File: src/sv/ckfc_pkg.sv
// ckfc_pkg: shared types, codes and color distance helpers for the chroma key core
// no dependencies
`timescale 1ns / 1ps

package ckfc_pkg;

   // request payload
   typedef struct packed {
      logic       opcode;
      logic [7:0] in_red;
      logic [7:0] in_green;
      logic [7:0] in_blue;
      logic [7:0] in_alpha;
   } req_type;

   // response payload
   typedef struct packed {
      logic [7:0] out_red;
      logic [7:0] out_green;
      logic [7:0] out_blue;
      logic [7:0] out_alpha;
      logic [1:0] removal_cause;
      logic       frame_last;
   } rsp_type;

   // configuration registers
   typedef struct packed {
      logic [7:0]  key_red;
      logic [7:0]  key_green;
      logic [7:0]  key_blue;
      logic [17:0] tight_limit_sq;
      logic [17:0] loose_limit_sq;
      logic [11:0] image_width;
      logic [11:0] image_height;
   } cfg_type;

   // one pending pixel in the line store
   typedef struct packed {
      logic       tight;
      logic [7:0] alpha;
      logic [7:0] blue;
      logic [7:0] green;
      logic [7:0] red;
   } pix_word_type;

   // what the front hands to the back along with the line store read
   typedef struct packed {
      logic valid;
      logic fringe_ok;
      logic last;
   } emit_token_type;

   typedef enum logic [1:0] {
      CAUSE_KEPT   = 2'd0,
      CAUSE_TIGHT  = 2'd1,
      CAUSE_FRINGE = 2'd2
   } cause_type;

   typedef enum logic [2:0] {
      REG_KEY_RED      = 3'd0,
      REG_KEY_GREEN    = 3'd1,
      REG_KEY_BLUE     = 3'd2,
      REG_TIGHT_LIMIT  = 3'd3,
      REG_LOOSE_LIMIT  = 3'd4,
      REG_IMAGE_WIDTH  = 3'd5,
      REG_IMAGE_HEIGHT = 3'd6
   } csr_index_type;

   localparam logic OP_PIXEL = 1'b0;
   localparam logic OP_DRAIN = 1'b1;

   localparam int OUT_QUEUE_DEPTH = 8;

   localparam logic [17:0] TIGHT_RESET  = 18'd900;
   localparam logic [17:0] LOOSE_RESET  = 18'd14400;
   localparam logic [11:0] WIDTH_RESET  = 12'd640;
   localparam logic [11:0] HEIGHT_RESET = 12'd480;

   // squared difference of two color components
   function automatic logic [15:0] sq_diff(input logic [7:0] a, input logic [7:0] b);
      logic [7:0] d;
      d = (a >= b) ? (a - b) : (b - a);
      return 16'(d) * 16'(d);
   endfunction

   // summed squares against a limit
   function automatic logic dist_le(input logic [15:0] sr, input logic [15:0] sg,
                                    input logic [15:0] sb, input logic [17:0] lim);
      logic [17:0] s;
      s = 18'(sr) + 18'(sg) + 18'(sb);
      return s <= lim;
   endfunction

endpackage

File: src/sv/ckfc_back.sv
// ckfc_back: loose match on emitted pixels, removal cause and response queue
// depends on ckfc_pkg
`timescale 1ns / 1ps

module ckfc_back
   import ckfc_pkg::*;
(
   input  logic           clock,
   input  logic           reset,
   input  emit_token_type emit,
   input  pix_word_type   pix_rd,
   input  cfg_type        cfg,
   output logic           rsp_valid,
   input  logic           rsp_ready,
   output rsp_type        rsp_data
);

   localparam int QA = $clog2(OUT_QUEUE_DEPTH);

   emit_token_type   p1_tok_ff, p2_tok_ff;
   pix_word_type     p2_word_ff;
   logic [2:0][15:0] p2_sq_ff;

   rsp_type         q_ff [OUT_QUEUE_DEPTH];
   logic [QA-1:0]   head_ff, tail_ff;
   logic [QA:0]     cnt_ff;
   rsp_type         res;
   logic            loose, pop;

   always_ff @(posedge clock) begin
      if (reset) begin
         p1_tok_ff <= '0;
         p2_tok_ff <= '0;
      end else begin
         p1_tok_ff <= emit;
         p2_tok_ff <= p1_tok_ff;
      end
   end

   always_ff @(posedge clock) begin
      p2_word_ff  <= pix_rd;
      p2_sq_ff[0] <= sq_diff(pix_rd.red, cfg.key_red);
      p2_sq_ff[1] <= sq_diff(pix_rd.green, cfg.key_green);
      p2_sq_ff[2] <= sq_diff(pix_rd.blue, cfg.key_blue);
   end

   always_comb begin
      loose            = dist_le(p2_sq_ff[0], p2_sq_ff[1], p2_sq_ff[2], cfg.loose_limit_sq);
      res.out_red      = p2_word_ff.red;
      res.out_green    = p2_word_ff.green;
      res.out_blue     = p2_word_ff.blue;
      res.out_alpha    = p2_word_ff.alpha;
      res.removal_cause = CAUSE_KEPT;
      res.frame_last   = p2_tok_ff.last;
      if (p2_word_ff.tight) begin
         res.out_alpha     = 8'd0;
         res.removal_cause = CAUSE_TIGHT;
      end else if ((p2_word_ff.alpha != 8'd0) && p2_tok_ff.fringe_ok && loose) begin
         res.out_alpha     = 8'd0;
         res.removal_cause = CAUSE_FRINGE;
      end
   end

   // room is guaranteed by the credit count at the top
   assign pop       = rsp_valid && rsp_ready;
   assign rsp_valid = (cnt_ff != '0);
   assign rsp_data  = q_ff[head_ff];

   always_ff @(posedge clock) begin
      if (p2_tok_ff.valid) begin
         q_ff[tail_ff] <= res;
      end
   end

   always_ff @(posedge clock) begin
      if (reset) begin
         head_ff <= '0;
         tail_ff <= '0;
         cnt_ff  <= '0;
      end else begin
         if (p2_tok_ff.valid) begin
            tail_ff <= tail_ff + QA'(1);
         end
         if (pop) begin
            head_ff <= head_ff + QA'(1);
         end
         cnt_ff <= cnt_ff + (QA + 1)'(p2_tok_ff.valid) - (QA + 1)'(pop);
      end
   end

endmodule

File: config.mk
export PLATFORM = sky130hd
export DESIGN_NAME = ckfc_back
export DESIGN_NICKNAME = d
export VERILOG_FILES = /design/src/sv/ckfc_pkg.sv /design/src/sv/ckfc_back.sv
export SDC_FILE = /design/constraint.sdc
export NUM_CORES = 1
export LEC_CHECK = 0
export ABC_AREA = 1
export BUFFER_PORTS_ARGS = -buffer_cell sky130_fd_sc_hd__buf_2
export CORE_MARGIN = 2
export CORE_UTILIZATION = 45
export DETAILED_ROUTE_END_ITERATION = 10
export SLEW_MARGIN = 20
export SYNTH_ARGS = -nofsm -noshare
export SYNTH_HDL_FRONTEND = slang
export SYNTH_SLANG_ARGS = --single-unit
File: constraint.sdc
create_clock -name clock -period 11.7 [get_ports clock]
set_input_delay 0.585 -clock clock [delete_from_list [all_inputs] [get_ports clock]]
set_output_delay 0.585 -clock clock [all_outputs]
set_load 0.01 [all_outputs]
; ---- Yosys cells after proc, flatten, opt, wreduce, memory -nomap -nowiden
; Memory sizes are Yosys's and may differ from the RTL's. A register that Yosys moved wholly into a read port is not among the register bits.
; Index checks and enable logic that the tools add are counted.
[totals]
register_bits = 97
mem_bits_rw = 280
in_bits = 123
word_cells = 51
n_memories = 1
[op_classes]
add_sub_neg = 12
n_mul = 3
order_cmp = 4
muxes = 9
reduce_logical = 5
[mem_list]
columns = name, words, word_bits, read_ports, rd_ports_with_merged_regs, wr, line_no
row1 = q_ff, 8, 35, 1, 1, 1, ckfc_back.sv:24  ; rsp_type q_ff [OUT_QUEUE_DEPTH];
[ops]
columns = operator, count
row1 = 8-bit by 8-bit multiplier with 16-bit output, 3
row2 = 8-bit subtractor, 6
row3 = 8-bit greater-or-equal comparator, 3
row4 = 8-bit two-way mux, 3
row5 = 10-bit two-way mux, 2
row6 = 17-bit by 16-bit adder with 18-bit output, 1
row7 = 18-bit less-or-equal comparator, 1
row8 = 16-bit by 16-bit adder with 17-bit output, 1
row9 = 8-bit nonzero test, 1
row10 = 3-bit by 1-bit adder with 3-bit output (second input constant), 2
row11 = 3-bit two-way mux, 2
row12 = 4-bit by 1-bit adder with 4-bit output, 1
row13 = 4-bit nonzero test, 1
row14 = 4-bit by 1-bit subtractor with 4-bit output, 1
row15 = 1-bit logical AND, 3
row16 = 1-bit two-way mux, 2

; ---- Logic depth before layout (Yosys ltp)
; Gate-level depths: netlist (run 1).
[depth]
depth_word = 6
depth_mapped = 33
mapped_depth_nobuf = 33

; ---- Worst setup path after synthesis (run 1)
; OpenSTA, ideal clock, no wires.
[synth_path]
path_kind = input-to-reg
from = input pix_rd[0] (netlist name)
to = register p2_sq_ff[13] (netlist name)
setup_time_ns = 0.112
arrival_ns = 5.365
required_ns = 11.588
path_slack_ns = 6.223
stages = 29
n_path_buf = 0
cell_sequence = inv_1 -> ha_1 -> inv_1 -> fa_1 -> nand3_1 -> nand3_1 -> nand2_1 -> nand2_1 -> nor2_4 -> nand2_1 -> nand2_2 -> inv_2 -> nor2_2 -> inv_1 -> fa_1 -> inv_1 -> fa_1 -> inv_1 -> fa_1 -> fa_1 -> inv_1 -> ha_1 -> a21oi_1 -> a21boi_0 -> o21ai_0 -> nand2_1 -> nand2_1 -> nand2_1 -> nand2_1
[synth_between]
elab_chain_len = 3
[synth_rtl]
columns = item, line_no
row1 = from (decl), ckfc_back.sv:11  ; input pix_word_type pix_rd,
row2 = 8-bit subtractor / 8-bit greater-or-equal comparator (equally long branches), ckfc_pkg.sv:82  ; d = (a >= b) ? (a - b) : (b - a);
row3 = 8-bit two-way mux *, ckfc_pkg.sv:82
row4 = 8-bit by 8-bit multiplier with 16-bit output *, ckfc_pkg.sv:83  ; return 16'(d) * 16'(d);
row5 = to (decl), ckfc_back.sv:22  ; logic [2:0][15:0] p2_sq_ff;
; Every way passes the cells marked *; elsewhere a longest branch is shown, timed or not.
; A chain may end at the register's enable or synchronous reset.

; ---- Final worst setup path (run 1)
; Ends and elaborated chain as after synthesis.

==> results.cfg, run 1 <==
[outcome]
run_status = complete, no violations

[floorplan]
row_count = 81
start_util_pct = 45.4
ioPinCount = 159
dieArea_um2 = 50900
dieHeight_um = 226
die_w_um = 226
core-area_um2 = 48600

[global_route]
antenna_found_initial = 1
grt_start_max_net_pins = 83
grt_remaining_overflow = 0
grt_pass1_vias = 15544
grt_pass1_wl_mm = 79.3
grt_util_all_layers_pct = 19.7

[route]
viasPerCell = 5.03
wl_per_cell_um = 15.8
drt-total-wl_mm = 48.8
drtAntennaViolNets = 0
dr.pass1.iters = 5
vias = 15546
drt_iter0_drc = 764
post-route-drc-count = 0

[cts]
clock_tree.root_cell = clkbuf_16
clk_path_buf_depth = 3
cts.sinks = 377
cts_setup_buffers = 0
path_clk_slew_ns = 0.06
cts_tree = built
htreeDepth = 2
cts-buffers-inserted = 41
insertion_delay_ns = 0.56
cts_hold_buffers = 0
cts_resized = 0

[sta]
setup_viol = 0
hold_viol_final = 0
tns_ns = 0
clock_skew_ns = 0.0108
fin_crit_sh_pct = 47.4
maxSlewHeadroom_pct = 39.7
fin_crit_ns = 5.55
drv_slew = 0
max_freq_ghz = 0.180
tightest_slew_ns = 0.904
rsz0062_at_grt = false

[cells_and_area]
antenna_cells = 0
drive_gt1_share_pct = 11.0
final_cell_mix = nor2_1, nand2_1, inv_1
area_growth_pct = 11.7
nets = 2824
mostFrequentLayoutCell = nor2_1

[worst_setup_path]
cp.required_ns = 12.16
critPathKind = in2reg
critical_path.slowest_cell = fa_1
arrival_ns = 6.01
crit_path_frequent_cell = nand2_1
crit_path_start_kind = input port
max_stage_delay_ns = 0.52
critPathMaxFanout = 7
critPathCaptureType = flip-flop

[synthesis]
syn-cell-area_um2 = 22100
ys_async_sr_fraction_pct = 0
syn_area_per_cell_um2 = 9.50
ys.flop_type = edfxtp_1
syn_inst = 2324
synth_edf_count = 280
yosysSeqAreaShare_pct = 46.9
ys_types = 48
synth_warnings = 0
ys_ff_latch = 377

[min_path]
hold_path.class = in2reg

[place]
dp_hpwl_mm = 33.4
io_buffers = 116
routabilityCongestion = 0.880

[flow_run]
cap_violations = 0
## worst max-delay path, delay by kind of cell
kind                       cells  cell delay [ns]
AOI/OAI and AO/OA              3             0.71
adders and majority gates      7             2.85
buffers and inverters          8             0.57
and+or+nand+nor               12             1.28
## cells in the mapped netlist (3+ instances only)
| master | n | area, µm² |
|---|---|---|
| o21ai_0 | 168 | 841 |
| clkbuf_1 | 45 | 169 |
| a31oi_1 | 37 | 231 |
| a21boi_0 | 5 | 37.5 |
| nand2_2 | 24 | 150 |
| nand2_4 | 7 | 78.8 |
| ha_1 | 170 | 2130 |
| dfxtp_1 | 97 | 1940 |
| nor2_2 | 10 | 62.6 |
| xor2_1 | 35 | 307 |
| nand2_1 | 320 | 1200 |
| o22ai_1 | 35 | 219 |
| buf_2 | 9 | 45.0 |
| xnor2_1 | 32 | 280 |
| a21oi_1 | 81 | 405 |
| or2_2 | 6 | 37.5 |
| a21o_1 | 4 | 30.0 |
| nor3_1 | 7 | 35.0 |
| a211oi_1 | 3 | 22.5 |
| nor2_1 | 391 | 1470 |
| o21a_1 | 3 | 22.5 |
| o2111ai_1 | 3 | 26.3 |
| inv_2 | 16 | 60.1 |
| fa_1 | 98 | 1960 |
| o21bai_1 | 8 | 60.1 |
| nand4_1 | 14 | 87.6 |
| nand3_1 | 65 | 325 |
| o21ai_2 | 4 | 35.0 |
| inv_1 | 315 | 1180 |
| buf_1 | 3 | 11.3 |
| buf_4 | 3 | 22.5 |
| edfxtp_1 | 280 | 8410 |
## final timing paths
check,startpoint,endpoint,slack [ns],depth (start not counted)
worst max-delay path,pix_rd[0],p2_sq_ff[13]$_DFF_P_,6.15,30
worst min-delay path,pix_rd[31],p2_word_ff[31]$_DFF_P_,0.12,1
worst min register to register,p1_tok_ff[0]$_SDFF_PP0_,p2_tok_ff[0]$_SDFF_PP0_,0.40,2
worst max register to register,p2_sq_ff[7]$_DFF_P_,q_ff[1][9]$_DFFE_PP_,7.34,17
## area by class of cell
type / count / area [µm²]
Clock inverter: 12 / 148
Fill cell: 4404 / 24000
Inverter: 334 / 1260
Tap cell: 622 / 778
Clock buffer: 64 / 1180
Sequential cell: 377 / 10400
Timing Repair Buffer: 129 / 678
Multi-Input combinational cell: 1550 / 10300
## cell families (layout without fill, tap and decap cells)
group / Yosys count / in the layout / synth area share [%]
AO/OA/AOI/OAI: 356 / 356 / 8.90
other: 2 / 3 / 0.0340
XOR/XNOR: 67 / 67 / 2.66
buffers and inverters: 398 / 539 / 6.97
AND/OR/NAND/NOR: 856 / 856 / 16.1
adder cells (fa/ha/maj): 268 / 268 / 18.5
flip-flops: 377 / 377 / 46.9
## registers in the layout (all words and copies together), names as in the netlist, named ones only
register    count
p1_tok_ff       3
p2_word_ff     33
head_ff         3
p2_sq_ff       45
p2_tok_ff       3
q_ff          280
cnt_ff          4
tail_ff         3
## through the flow
stage | instances | hold WS (ns) | utilization, % | cell area [µm²] | setup slack, ns
after floorplan | 2325 | 0.388 | - | 22100 | 6.22
after global placement | 3012 | 0.397 | 48.0 | 23300 | 5.67
after detailed placement | 3012 | 0.395 | 48.0 | 23300 | 5.58
after CTS | 3088 | 0.0958 | 50.7 | 24700 | 6.18
after global routing | 3088 | 0.103 | 50.7 | 24700 | 5.73
final | 3088 | 0.125 | 50.7 | 24700 | 6.15
## per-layer routing
layer	part of all wire, %	routed length, µm	up-vias	GRT usage [%]
li1	-	-	7847	-
met1	45	21900	7411	25.1
met2	49	24100	225	34.9
met3	3.5	1710	61	2.71
met4	2.4	1160	2	5.79
met5	0.027	13	-	0
Power of run 1 is left out: the tool's default activity adds up to more than one toggle a clock period on the data nets, which glitch-free logic cannot reach.
==> run 2, diff against run 1 <==
--- a/config.mk
+++ b/config.mk
@@ -5,7 +5,7 @@
 export SDC_FILE = /design/constraint.sdc
 export NUM_CORES = 1
 export LEC_CHECK = 0
-export ABC_AREA = 1
+export ABC_AREA = 0
 export BUFFER_PORTS_ARGS = -buffer_cell sky130_fd_sc_hd__buf_2
 export CORE_MARGIN = 2
 export CORE_UTILIZATION = 45
==> constraint.sdc (replaced) <==
create_clock -name clock -period 5.2 [get_ports clock]
set_input_delay 0.26 -clock clock [delete_from_list [all_inputs] [get_ports clock]]
set_output_delay 0.26 -clock clock [all_outputs]
set_load 0.01 [all_outputs]
==> results.cfg, run 2 <==
[global_route]
use_met1_pct = 24.5
grt_remaining_overflow = 0
met3_usage_pct = 2.19
grt_pass1_vias = 13638
antenna_found_initial = 1
grt_util_all_layers_pct = 18.6
busiest_layer = met2
grt_start_max_net_pins = 52
grt_pass1_wl_mm = 70.1
grt_use_met2_pct = 32.3

[floorplan]
dieArea_um2 = 48400
core-area_um2 = 46300
dieHeight_um = 220
ioPinCount = 159
die_w_um = 220
row_count = 79
start_util_pct = 45.4

[cts]
cts.sinks = 377
htreeDepth = 2
clock_tree.root_cell = clkbuf_16
cts_tree = built
path_clk_slew_ns = 0.06
cts-buffers-inserted = 40
insertion_delay_ns = 0.55
clk_path_buf_depth = 3

[sta]
maxSlewHeadroom_pct = 40.2
tightest_slew_ns = 0.892
setup_viol = 0
fin_crit_ns = 5.20
max_freq_ghz = 0.192
clock_skew_ns = 0.0112
drv_slew = 0
rsz0062_at_grt = true
finalWorstSetupSlack_ns = 0.00445
fin_crit_sh_pct = 99.9
hold_viol_final = 0

[route]
viasPerCell = 5.00
post-route-drc-count = 0
wl_per_cell_um = 16.8
vias = 13113
drt_iter0_drc = 636
dr.pass1.iters = 5
drtAntennaViolNets = 0
drt-total-wl_mm = 44.0

[synthesis]
ys_types = 61
yosysTopAreaCellShare_pct = 40.0
syn_inst = 1576
yosysSeqAreaShare_pct = 49.3
syn_area_per_cell_um2 = 13.3
syn-cell-area_um2 = 21000
synth_area_leaders = edfxtp_1, ha_1, fa_1, dfxtp_1, mux4_2
ys.flop_type = edfxtp_1
ys_ff_latch = 377
synth_warnings = 0
synth_common_cells = edfxtp_1, inv_1, ha_1
ys_async_sr_fraction_pct = 0
synth_most_common_cell = edfxtp_1
yosysTopAreaCell = edfxtp_1
synth_edf_count = 280

[min_path]
hold_depth = 2
hold_path.class = in2reg

[worst_setup_path]
critPathCaptureType = flip-flop
critPathKind = in2reg
arrival_ns = 5.67
cp.required_ns = 5.68
crit_path_start_kind = input port
critPathMaxFanout = 4
reg2reg_depth = 19

[cells_and_area]
final_cell_mix = edfxtp_1, buf_4, inv_1
area_growth_pct = 27.6
nets = 2375
largest_reg_flops = 280
fillers = 3794
drive_gt1_share_pct = 35.6
regMostFlops = q_ff
reg_top3 = q_ff (280), p2_sq_ff (45), p2_word_ff (33)
mostFrequentLayoutCell = edfxtp_1

[flow_run]
cap_violations = 0

[place]
dp_hpwl_mm = 31.3
routabilityCongestion = 0.898
io_buffers = 116
pre_cts_slack_ns = -0.595

[outcome]
run_status = complete, no violations
-- run 2: worst paths after layout --
kind	start	end	slack [ns]
setup / recovery	pix_rd[0]	p2_sq_ff[12]$_DFF_P_	0.004
hold / removal	pix_rd[1]	p2_word_ff[1]$_DFF_P_	0.03
setup reg to reg	p2_sq_ff[4]$_DFF_P_	q_ff[3][7]$_DFFE_PP_	0.42
hold reg to reg	p1_tok_ff[1]$_SDFF_PP0_	p2_tok_ff[1]$_SDFF_PP0_	0.44
-- run 2: timing repair --
action                                  4_1_cts  5_1_grt
endpoints found under the setup margin        4       81
endpoints found under the hold margin        30        2
pin swaps                                     4       72
buffers inserted                              0       17
hold buffers                                 30        2
gates resized for setup                       6      114
-- run 2: critical path, stage by stage --
cell and delay (ns):
buf_12 0.11, inv_12 0.04, ha_4 0.12, inv_2 0.03
fa_2 0.34, nand3_2 0.09, nand4_1 0.13, a221oi_4 0.40
buf_4 0.20, mux2i_4 0.28, xnor2_4 0.10, or2_4 0.26
fa_1 0.51, inv_2 0.04, fa_1 0.54, inv_1 0.05
fa_1 0.45, fa_1 0.51, inv_2 0.05, ha_4 0.16
or4_4 0.51, a41oi_4 0.20, nor2b_4 0.19, xnor2_2 0.11
-- run 2: final cells by class --
cell class              count  area, µm²  area share (%)
flip-flops and latches    377      10400            38.6
clock buffers              55       1140            4.25
multi-input cells         941      10600            39.5
inverters                 220        863            3.22
repair buffers            404       2910            10.9
well taps                 607        759            2.83
clock inverters            18        166           0.621
diodes                      1       2.50         0.00934
-- run 2: cell families after synthesis --
group	after synthesis	share of synthesized area, %
xor+xnor	83	3.84
mux	129	10.5
other cells	2	0.0358
compound gates	176	5.61
flops	377	49.3
buf+inv	259	4.84
simple gates	282	6.39
fa+ha+maj	268	19.5
-- run 2: layer usage --
layer / routed length [µm] / up-vias
met5: 0 / -
met1: 19300 / 6481
met4: 855 / 0
met3: 1620 / 57
li1: - / 6361
met2: 22300 / 214
-- run 2: through the flow --
| step | util (%) | area [µm²] | hold WS, ns | TNS [ns] | std cells |
|---|---|---|---|---|---|
| 6_report | 57.9 | 26800 | 0.0330 | 0 | 2623 |
| 4_1_cts | 56.5 | 26100 | 0.00553 | 0 | 2604 |
| 3_3_place_gp | 52.9 | 24500 | 0.364 | -8.00 | 2501 |
| 5_1_grt | 57.9 | 26800 | 0.0169 | -1.52 | 2623 |
| 2_1_floorplan | - | 21400 | 0.288 | -2.75 | 1577 |
| 3_5_place_dp | 52.9 | 24500 | 0.364 | -9.25 | 2501 |
Power of run 2 is left out for the same reason.
==> run 3, diff against run 2 <==
==> constraint.sdc (replaced) <==
create_clock -name clock -period 4.65 [get_ports clock]
set_input_delay 0.2325 -clock clock [delete_from_list [all_inputs] [get_ports clock]]
set_output_delay 0.2325 -clock clock [all_outputs]
set_load 0.01 [all_outputs]
==> results.cfg, run 3 (synthesized netlist as in run 2, its figures left out) <==
[sta]
finalWorstSetupSlack_ns = -0.422
fin_crit_sh_pct = 109
setup_viol = 20
hold_viol_final = 0
clock_skew_ns = 0.0240
tightest_slew_ns = 0.841
rsz0062_at_grt = true
drv_slew = 0
maxSlewHeadroom_pct = 43.3
max_freq_ghz = 0.197
fin_crit_ns = 5.07

[route]
viasPerCell = 4.97
drt-total-wl_mm = 45.5
post-route-drc-count = 0
drt_iter0_drc = 587
dr.pass1.iters = 6
drtAntennaViolNets = 0
wl_per_cell_um = 17.1
vias = 13248

[cells_and_area]
final_cells = 2663
final_cell_mix = edfxtp_1, buf_4, inv_1
area_growth_pct = 32.1
antenna_cells = 0
largest_reg_flops = 280
utilization_pct = 60.0
regMostFlops = q_ff
mostFrequentLayoutCell = edfxtp_1
reg_top3 = q_ff (280), p2_sq_ff (45), p2_word_ff (33)
nets = 2415
drive_gt1_share_pct = 39.9

[floorplan]
ioPinCount = 159
row_count = 79
die_w_um = 220
dieHeight_um = 220
dieArea_um2 = 48400
start_util_pct = 45.4
core-area_um2 = 46300

[outcome]
run_status = complete, but fails checks
violations = setup timing

[worst_setup_path]
critPathCaptureType = flip-flop
cp.required_ns = 5.08
worstPathBufferInverterCount = 8
critical_path.slowest_cell = fa_1
cp_top_family = adder cells
max_stage_delay_ns = 0.54
reg2reg_depth = 20
arrival_ns = 5.50
critPathMaxFanout = 5
crit_path_start_kind = input port
critPathKind = in2reg
crit_cells = 26

[global_route]
grt_pass1_wl_mm = 72.7
grt_util_all_layers_pct = 19.4
grt_remaining_overflow = 0
grt_start_max_net_pins = 71
antenna_found_initial = 0
grt_pass1_vias = 14031

[cts]
clk_path_buf_depth = 3
cts-buffers-inserted = 40
insertion_delay_ns = 0.56
clock_tree.root_cell = clkbuf_16
cts_tree = built
cts.sinks = 377
htreeDepth = 2
path_clk_slew_ns = 0.06

[place]
pre_cts_slack_ns = -1.08
io_buffers = 116
dp_hpwl_mm = 31.3
routabilityCongestion = 0.827
place_inst = 2517

[flow_run]
cap_violations = 0

[min_path]
hold_path.class = in2reg
hold_depth = 2
run 3: cell count changes in the layout (fill, tap and decap cells not counted), sizes merged, moves of 2 or more:
| cell | previous run | this run |
|---|---|---|
| buf | 371 | 407 |
| bufinv | 2 | 6 |
| clkbuf | 56 | 53 |
| clkinvlp | 5 | 3 |
| dlygate4sd3 | 32 | 37 |
| inv | 222 | 224 |
run 3: per-layer routing:
metal	GRT usage, %	vias up	part of all wire (%)
li1	-	6462	-
met1	26.4	6558	46
met2	33.0	175	49
met3	2.29	53	2.9
met4	4.83	0	1.7
met5	0	-	0
run 3: what timing repair did:
action | in CTS | in global routing
hold buffers | 37 | 0
endpoints found under the hold margin | 37 | 0
gates resized for setup | 88 | 119
setup buffers | 26 | 13
setup endpoints to repair | 95 | 99
pin swaps | 60 | 87
run 3: final cells by class:
cell class / instances / area [µm²]
Tap cell: 607 / 759
Inverter: 220 / 866
Fill cell: 3641 / 18500
Clock inverter: 21 / 300
Timing Repair Buffer: 444 / 3340
Multi-Input combinational cell: 941 / 11000
Sequential cell: 377 / 10400
Clock buffer: 53 / 1100
run 3: through the flow:
step / hold slack [ns] / cell area (µm²) / setup TNS, ns
2_1_floorplan: 0.260 / 21500 / -13.50
3_3_place_gp: 0.337 / 24700 / -20.76
3_5_place_dp: 0.338 / 24700 / -27.81
4_1_cts: 0.000655 / 27100 / -5.10
5_1_grt: 0.0417 / 27700 / -9.64
6_report: 0.0298 / 27700 / -5.26
run 3: final timing paths:
path | startpoint | to | slack [ns]
setup / recovery | pix_rd[16] | p2_sq_ff[45]$_DFF_P_ | -0.42
hold / removal | reset | cnt_ff[1]$_SDFF_PP0_ | 0.03
setup reg to reg | p2_sq_ff[36]$_DFF_P_ | q_ff[3][10]$_DFFE_PP_ | 0.24
hold reg to reg | p1_tok_ff[2]$_SDFF_PP0_ | p2_tok_ff[2]$_SDFF_PP0_ | 0.44
run 3: worst reg2reg max path, delay by kind of cell, from the launching register on:
kind,cells,cell delay (ns)
buffers and inverters,3,0.48
AO/OA/AOI/OAI,10,1.57
flip-flops,1,0.32
adder cells (fa/ha/maj),3,1.04
AND/OR/NAND/NOR,4,0.75
Power of run 3 is left out for the same reason.
